**config.mk**
```make
export PLATFORM = sky130hd
export DESIGN_NAME = nvme_feature_register_file_core
export DESIGN_NICKNAME = d
export VERILOG_FILES = /design/src/design/nfrf_pkg.sv /design/src/design/nvme_feature_register_file_core.sv
export SDC_FILE = /design/constraint.sdc
export NUM_CORES = 1
export LEC_CHECK = 0
export ABC_AREA = 1
export BUFFER_PORTS_ARGS = -buffer_cell sky130_fd_sc_hd__buf_2
export CAP_MARGIN = 0
export CORE_AREA = 2 2 186 188
export DETAILED_ROUTE_END_ITERATION = 8
export DIE_AREA = 0 0 188 190
export PLACE_DENSITY_LB_ADDON = 0.15
export SLEW_MARGIN = 20
export SYNTH_ARGS = -nofsm -noshare
export SYNTH_HDL_FRONTEND = slang
export SYNTH_SLANG_ARGS = --single-unit
```
**constraint.sdc**
```tcl
create_clock -name i_clk -period 8.48 [get_ports i_clk]
set_input_delay 0.424 -clock i_clk [delete_from_list [all_inputs] [get_ports i_clk]]
set_output_delay 0.424 -clock i_clk [all_outputs]
set_load 0.03 [all_outputs]
```
**src/design/nfrf_pkg.sv**
```systemverilog
// Package with feature codes, status codes and defaults for the feature register file.
`default_nettype none

package nfrf_pkg;

    // Completion status.
    typedef logic [1:0] t_status;

    localparam t_status ST_OK             = 2'd0;
    localparam t_status ST_BAD_FIELD      = 2'd1;
    localparam t_status ST_NOT_PER_NS     = 2'd2;
    localparam t_status ST_NOT_CHANGEABLE = 2'd3;

    // Feature identifiers.
    typedef logic [7:0] t_fid;

    localparam t_fid FEAT_ARB      = 8'h01;
    localparam t_fid FEAT_POWER    = 8'h02;
    localparam t_fid FEAT_TEMP     = 8'h04;
    localparam t_fid FEAT_ERR_REC  = 8'h05;
    localparam t_fid FEAT_VWC      = 8'h06;
    localparam t_fid FEAT_QUEUES   = 8'h07;
    localparam t_fid FEAT_COALESCE = 8'h08;
    localparam t_fid FEAT_VECTOR   = 8'h09;
    localparam t_fid FEAT_ASYNC    = 8'h0B;

    // Bits that must be clear in a power management set.
    localparam logic [31:0] POWER_RSVD_MASK = 32'hFFFF_FF0F;

    // Namespace id meaning all namespaces.
    localparam logic [31:0] NSID_ALL = 32'hFFFF_FFFF;

    // Default sizes.
    localparam int DEF_IRQ_VECTORS = 16;
    localparam int DEF_QUEUE_COUNT = 16;

endpackage

`default_nettype wire

```
**src/design/nvme_feature_register_file_core.sv**
```systemverilog
// Get Features / Set Features decoder with the stored feature registers.
//
// Usage: one admin command enters per item on the input channel (i_valid,
// o_stall) and exactly one completion leaves on the output channel
// (o_valid, i_stall) carrying status, completion dword 0 and the echoed tag.
// The accepting edge also reads the per-vector coalescing enable memory;
// the decide state then decides, writes back and loads the output register
// once that register is free, and o_stall stays high until then, so a new
// command is not taken before the last one is decided. The read-modify-write
// over the enable memory is the reason for this.
// The completion sits in an output register; a new command is accepted
// while it still waits. If the receiver stalls, the finished completion
// holds and the next command waits in the decide stage until the output
// register frees up.
// After reset the block runs a clearing pass over the enable memory, one
// entry per cycle, over all IRQ_VECTORS entries, with o_stall high. All scalar
// features return to their reset values at once.
`default_nettype none

module nvme_feature_register_file_core
    import nfrf_pkg::*;
#(
    parameter int IRQ_VECTORS = DEF_IRQ_VECTORS,
    parameter int QUEUE_COUNT = DEF_QUEUE_COUNT
) (
    input  wire logic        i_clk,
    input  wire logic        i_rst_n,
    input  wire logic        i_valid,
    output logic             o_stall,
    input  wire logic        i_action,
    input  wire logic [31:0] i_dword_ten,
    input  wire logic [31:0] i_dword_eleven,
    input  wire logic [31:0] i_namespace_id,
    input  wire logic [15:0] i_command_tag,
    input  wire logic        i_reserved_clear,
    output logic             o_valid,
    input  wire logic        i_stall,
    output logic [1:0]       o_status,
    output logic [31:0]      o_completion_value,
    output logic [15:0]      o_completion_tag
);

    localparam int          VEC_W     = (IRQ_VECTORS > 1) ? $clog2(IRQ_VECTORS) : 1;
    localparam logic [31:0] VEC_LIMIT = 32'(IRQ_VECTORS);
    localparam logic [VEC_W-1:0] VEC_LAST = VEC_W'(IRQ_VECTORS - 1);
    localparam logic [15:0] QUEUE_HALF = 16'(QUEUE_COUNT - 1);
    localparam logic [31:0] QUEUE_WORD = {QUEUE_HALF, QUEUE_HALF};

    // Controller states.
    localparam logic [1:0] S_CLEAR = 2'd0;
    localparam logic [1:0] S_IDLE  = 2'd1;
    localparam logic [1:0] S_EXEC  = 2'd2;

    logic [1:0]       r_state, n_state;
    logic [VEC_W-1:0] r_clr_idx;

    // Captured command.
    logic        r_action;
    logic [31:0] r_dw10;
    logic [31:0] r_dw11;
    logic [31:0] r_nsid;
    logic [15:0] r_tag;
    logic        r_rsv_ok;
    logic        r_vec_ok;
    logic [VEC_W-1:0] r_vec_idx;

    // Stored features.
    logic [2:0]  r_arb_burst;
    logic [8:0]  r_coal_thr;
    logic [7:0]  r_coal_time;
    logic [3:0]  r_wl_hint;
    logic [31:0] r_async_cfg;

    // Per-vector enable memory and its registered read data.
    logic mem_vec_en [IRQ_VECTORS];
    logic r_rd_data;

    // Output register.
    logic        r_o_valid;
    t_status     r_o_status;
    logic [31:0] r_o_value;
    logic [15:0] r_o_tag;

    logic        in_acc;
    logic        out_free;
    logic        done;
    logic        in_vec_ok;
    t_fid        fid;
    t_status     st;
    logic [31:0] val;
    logic        wr_arb, wr_coal, wr_vec, wr_power, wr_async;

    assign in_acc   = i_valid && !o_stall;
    assign out_free = !r_o_valid || !i_stall;
    assign done     = (r_state == S_EXEC) && out_free;
    assign o_stall  = (r_state != S_IDLE);

    // Vector range check depends on the command: get looks at the whole dword.
    assign in_vec_ok = i_action ? ({16'd0, i_dword_eleven[15:0]} < VEC_LIMIT)
                                : (i_dword_eleven < VEC_LIMIT);

    // State sequencing.
    always_comb begin
        n_state = r_state;
        unique case (r_state)
            S_CLEAR: if (r_clr_idx == VEC_LAST) n_state = S_IDLE;
            S_IDLE:  if (in_acc) n_state = S_EXEC;
            S_EXEC:  if (out_free) n_state = S_IDLE;
            default: n_state = S_IDLE;
        endcase
    end

    always_ff @(posedge i_clk) begin
        if (!i_rst_n) begin
            r_state   <= S_CLEAR;
            r_clr_idx <= '0;
        end else begin
            r_state <= n_state;
            if (r_state == S_CLEAR) begin
                r_clr_idx <= r_clr_idx + 1'b1;
            end
        end
    end

    // Command capture on acceptance.
    always_ff @(posedge i_clk) begin
        if (in_acc) begin
            r_action  <= i_action;
            r_dw10    <= i_dword_ten;
            r_dw11    <= i_dword_eleven;
            r_nsid    <= i_namespace_id;
            r_tag     <= i_command_tag;
            r_rsv_ok  <= i_reserved_clear;
            r_vec_ok  <= in_vec_ok;
            r_vec_idx <= i_dword_eleven[VEC_W-1:0];
        end
    end

    // Enable memory: clearing pass after reset, else write-back from the decide stage.
    always_ff @(posedge i_clk) begin
        if (r_state == S_CLEAR) begin
            mem_vec_en[r_clr_idx] <= 1'b0;
        end else if (wr_vec) begin
            mem_vec_en[r_vec_idx] <= r_dw11[16];
        end
    end

    // Read issued at acceptance, only for an index inside the memory.
    always_ff @(posedge i_clk) begin
        if (in_acc && in_vec_ok) begin
            r_rd_data <= mem_vec_en[i_dword_eleven[VEC_W-1:0]];
        end
    end

    // Command decode: the first failing check decides the status.
    always_comb begin
        fid      = r_dw10[7:0];
        st       = ST_OK;
        val      = '0;
        wr_arb   = 1'b0;
        wr_coal  = 1'b0;
        wr_vec   = 1'b0;
        wr_power = 1'b0;
        wr_async = 1'b0;
        if (!r_action) begin
            priority if (!r_rsv_ok) begin
                st = ST_BAD_FIELD;
            end else if (r_dw10[31:8] != 24'd0) begin
                st = ST_BAD_FIELD;
            end else if (fid != FEAT_VECTOR && r_dw11 != 32'd0) begin
                st = ST_BAD_FIELD;
            end else begin
                unique case (fid)
                    FEAT_QUEUES:   val = QUEUE_WORD;
                    FEAT_ARB:      val = {29'd0, r_arb_burst};
                    FEAT_COALESCE: begin
                        val = {16'd0, r_coal_time, 8'(r_coal_thr - 9'd1)};
                    end
                    FEAT_VECTOR: begin
                        if (r_vec_ok) begin
                            val = r_dw11 | {15'd0, r_rd_data, 16'd0};
                        end else begin
                            st = ST_BAD_FIELD;
                        end
                    end
                    FEAT_VWC:      val = 32'd1;
                    FEAT_ERR_REC:  val = 32'd0;
                    FEAT_POWER:    val = {24'd0, r_wl_hint, 4'd0};
                    FEAT_ASYNC:    val = r_async_cfg;
                    default:       st = ST_BAD_FIELD;
                endcase
            end
        end else begin
            priority if (r_nsid != NSID_ALL && r_nsid != 32'd0) begin
                st = ST_NOT_PER_NS;
            end else if (!r_rsv_ok) begin
                st = ST_BAD_FIELD;
            end else begin
                unique case (fid)
                    FEAT_QUEUES:   val = QUEUE_WORD;
                    FEAT_ARB:      wr_arb = 1'b1;
                    FEAT_COALESCE: wr_coal = 1'b1;
                    FEAT_VECTOR: begin
                        if (r_vec_ok) begin
                            wr_vec = done;
                        end else begin
                            st = ST_BAD_FIELD;
                        end
                    end
                    FEAT_VWC: begin
                        if (r_dw11 != 32'd1) st = ST_NOT_CHANGEABLE;
                    end
                    FEAT_ERR_REC: begin
                        if (r_dw11 != 32'd0) st = ST_NOT_CHANGEABLE;
                    end
                    FEAT_POWER: begin
                        if ((r_dw11 & POWER_RSVD_MASK) != 32'd0) begin
                            st = ST_BAD_FIELD;
                        end else begin
                            wr_power = 1'b1;
                        end
                    end
                    FEAT_ASYNC:    wr_async = 1'b1;
                    default:       st = ST_BAD_FIELD;
                endcase
            end
        end
        if (st != ST_OK) begin
            val = '0;
        end
    end

    // Scalar feature registers, updated when the command completes.
    always_ff @(posedge i_clk) begin
        if (!i_rst_n) begin
            r_arb_burst <= '0;
            r_coal_thr  <= 9'd1;
            r_coal_time <= '0;
            r_wl_hint   <= '0;
            r_async_cfg <= '0;
        end else if (done) begin
            if (wr_arb) r_arb_burst <= r_dw11[2:0];
            if (wr_coal) begin
                r_coal_thr  <= {1'b0, r_dw11[7:0]} + 9'd1;
                r_coal_time <= r_dw11[15:8];
            end
            if (wr_power) r_wl_hint   <= r_dw11[7:4];
            if (wr_async) r_async_cfg <= r_dw11;
        end
    end

    // Output register.
    always_ff @(posedge i_clk) begin
        if (!i_rst_n) begin
            r_o_valid <= 1'b0;
        end else if (done) begin
            r_o_valid <= 1'b1;
        end else if (!i_stall) begin
            r_o_valid <= 1'b0;
        end
    end

    always_ff @(posedge i_clk) begin
        if (done) begin
            r_o_status <= st;
            r_o_value  <= val;
            r_o_tag    <= r_tag;
        end
    end

    assign o_valid            = r_o_valid;
    assign o_status           = r_o_status;
    assign o_completion_value = r_o_value;
    assign o_completion_tag   = r_o_tag;

endmodule

`default_nettype wire

```
==> impl_metrics.py <==
metrics = {
    "drt": {
        "firstDrtPassIters": 7,
        "drcViolationCount": 0,
        "viasPerCell": 4.47,
        "drt-total-wl_mm": 24.7,
        "final_antenna_net_count": 0,
        "via_count": 7109,
        "avgRoutedWirePerCell_um": 15.5,
        "drt_iter0_drc": 537,
    },
    "critical_path": {
        "cp_max_fo": 51,
        "worstSetupStartpointType": "flop",
        "reg2regPathDepth": 8,
        "required_ns": 8.69,
        "timing.rr.start": "r_state[0]",
        "crit_chain": "inv_1 -> nand2_1 -> nor2_4 -> buf_4 -> nand3_1 -> inv_1 -> nand2_1 -> nor3b_2",
        "critPathSlowestCell": "nor3b_2",
        "critical-path-top-delay-family": "simple AND/OR/NAND/NOR gates",
        "endpoint_kind": "flop",
        "worstReg2RegEnd": "mem_vec_en[11]",
        "crit_type": "reg -> reg",
        "endpoint": "mem_vec_en[11]",
        "r2r_slack_ns": 5.69,
        "path_buf_inv": 3,
        "crit_path_start": "r_state[0]",
        "slowest_delay_ns": 0.71,
        "crit_cells": 8,
        "crit_arrival_ns": 2.99,
    },
    "final_layout": {
        "syn_to_final_growth_pct": 22.5,
        "layout_commonest_cell": "edfxtp_1",
        "final_nets": 1239,
        "fin_area_um2": 12200,
        "fillerInstances": 3451,
        "final_cell_mix": "edfxtp_1 (182), buf_2 (169), inv_1 (130), nor2_1 (112), nand2_1 (100)",
        "drive_gt1_share_pct": 23.1,
    },
    "cts": {
        "cts_buffer_depth": 3,
        "cts_tree": "yes",
        "clock-sinks": 244,
        "cts_setup_buffers": 0,
        "h-tree-depth": 1,
        "clk_latency_ns": 0.54,
        "clkTransAtPathRegs_ns": 0.06,
        "cts-root-buf": "clkbuf_16",
        "cts_hold_buffers": 0,
        "cts_made_buffers": 28,
        "cts_resized": 0,
    },
    "logic_synthesis": {
        "syn_area_per_cell_um2": 10.7,
        "synth_compound_area_share_pct": 10.8,
        "synth-seq-area-share_pct": 67.1,
        "syn-cell-area_um2": 9990,
        "yosysWarnings": 0,
        "synth-edff-count": 182,
        "async_flop_share_pct": 0,
        "synth-seq-cells": 244,
        "syn_nets": 1057,
        "synth_top_cell_by_area": "edfxtp_1",
        "ys_types": 39,
        "synthSimpleGateAreaFrac_pct": 14.2,
        "yosys_most_used_dff": "edfxtp_1",
        "synthTopCellsByArea": "edfxtp_1 (55%), dfxtp_1 (12%), inv_1 (4.9%), o21ai_0 (4.8%), nor2_1 (4.3%)",
        "synth_top_family_by_area": "simple AND/OR/NAND/NOR gates",
        "syn_inst": 934,
        "synth_xor_xnor_area_share_pct": 0.526,
        "synth_top_area_share_pct": 54.7,
        "muxShareOfSynthArea_pct": 0.514,
        "synth_fa_ha_area_share_pct": 0.626,
    },
    "timing": {
        "fin_crit_sh_pct": 32.9,
        "setup_violations": 0,
        "fin_skew_ns": 0.0136,
        "fin_crit_ns": 2.79,
        "maxSlewViolCount": 0,
        "finalHoldViolations": 0,
        "max_freq_mhz": 359,
        "rsz0062_at_grt": "false",
        "worst_pin_slew_ns": 1.02,
        "layout_setup_ws_ns": 5.69,
        "max_slew_margin_pct": 32.3,
        "whs_ns": 0.0595,
        "tns_ns": 0,
    },
    "placement": {
        "place_area_um2": 11400,
        "gp_congestion": 0.807,
        "post-place-ws_ns": 5.47,
        "port-buffer-count": 169,
        "dpl.hpwl_mm": 17.1,
    },
    "grt": {
        "grt_pass1_wl_mm": 38.1,
        "antenna_found_initial": 2,
        "grt_pass1_vias": 6782,
        "grt_max_degree": 80,
        "grt_overflow": 0,
        "grt.total_usage_pct": 13.6,
    },
    "pwr": {
        "ir_drop_mv": 0.133,
        "power_density_nw_per_um2": 204,
        "p_leak_nw": 4.41,
        "power_w": 0.00249,
    },
    "run": {
        "max_cap_viol_count": 0,
    },
    "floorplan": {
        "pin_count": 170,
        "die_h_um": 190,
        "rows": 68,
        "core_area_um2": 33900,
        "initial_utilization_pct": 29.4,
        "die_w_um": 188,
        "die-area_um2": 35700,
    },
    "status": {
        "outcome": "finished, final reports clean",
    },
    "worst_hold_path": {
        "holdCritPathClass": "in -> reg",
    },
}
[worst register-to-register path, cell delays in order, from the launching register on]
cell     delay [ns]
dfxtp_1        0.30
inv_1          0.08
nand2_1        0.10
nor2_4         0.11
buf_4          0.57
nand3_1        0.28
inv_1          0.20
nand2_1        0.11
nor3b_2        0.72
[worst min path at each step]
stage,start,endpoint,slack [ns],depth (start not counted)
2_1_floorplan,r_tag[0],o_completion_tag[0],0.40,0
6_report,i_command_tag[10],r_tag[10],0.06,1
3_5_place_dp,r_tag[5],o_completion_tag[5],0.41,0
4_1_cts,i_reserved_clear,r_rsv_ok,0.03,1
3_3_place_gp,r_tag[2],o_completion_tag[2],0.40,0
5_1_grt,i_command_tag[3],r_tag[3],0.04,1
[cells by family after synthesis]
logic type	count (synthesis)
compound gates	204
buf+inv	158
mux	5
flops	244
simple gates	312
xor+xnor	6
fa+ha+maj	5
[area by class of cell]
type,instances,area (um^2),share of cell area [%]
Multi-Input combinational cell,532,2680,21.9
Inverter,133,499,4.08
Clock buffer,33,741,6.05
Clock inverter,17,135,1.10
Tap cell,455,569,4.65
Timing Repair Buffer,177,906,7.40
Antenna cell,1,2.50,0.0204
Sequential cell,244,6710,54.8
[state kept, by name, summed over array words and instances, names as in the netlist, 3 cells and up]
register and flops:
o_completion_tag 16, o_completion_value 32, r_tag 16, r_async_cfg 32
r_coal_thr 8, mem_vec_en 16, r_wl_hint 4, r_arb_burst 3
r_nsid 32, r_clr_idx 4, r_dw11 32, r_dw10 32
r_coal_time 8
[metrics by stage]
step / std cells / util [%]
floorplan: 934 / -
global placement: 1541 / 33.5
detailed placement: 1541 / 33.5
CTS: 1591 / 36.0
global route: 1591 / 36.0
finish: 1592 / 36.1
[Yosys cell counts (2+ instances only)]
master    number
a211oi_1       3
a21oi_1       78
a221oi_1       3
buf_2          6
buf_6          3
clkbuf_1      16
dfxtp_1       62
edfxtp_1     182
ha_1           5
inv_1        130
inv_2          3
mux2i_1        4
nand2_1      100
nand2_2        3
nand3_1       24
nand3_2        2
nand4_1       12
nor2_1       114
nor2_2        23
nor2_4         2
nor3_1        15
nor3b_1        4
nor4_1         7
o211ai_1       3
o21ai_0       95
o21ai_1        7
o221ai_1       2
o22ai_1        9
o31ai_1        2
xor2_1         6
[report_power, final]
part	total [W]	switching [W]	internal (W)
combinational	0.0000643	0.0000353	0.0000290
clock	0.00115	0.000466	0.000679
sequential	0.00128	0.00000258	0.00128
total	0.00249	0.000504	0.00199
[layer usage]
metal / GRT usage, % / part of all wire (%) / wire length (um) / up-vias
met5: 0 / 0 / 0 / -
met4: 3.24 / 1.9 / 464 / 0
met3: 2.34 / 5.2 / 1280 / 32
met2: 22.8 / 48 / 12000 / 194
met1: 18.3 / 45 / 11000 / 3330
li1: - / - / - / 3553
No activity file was read; power rests on OpenSTA's default activity.
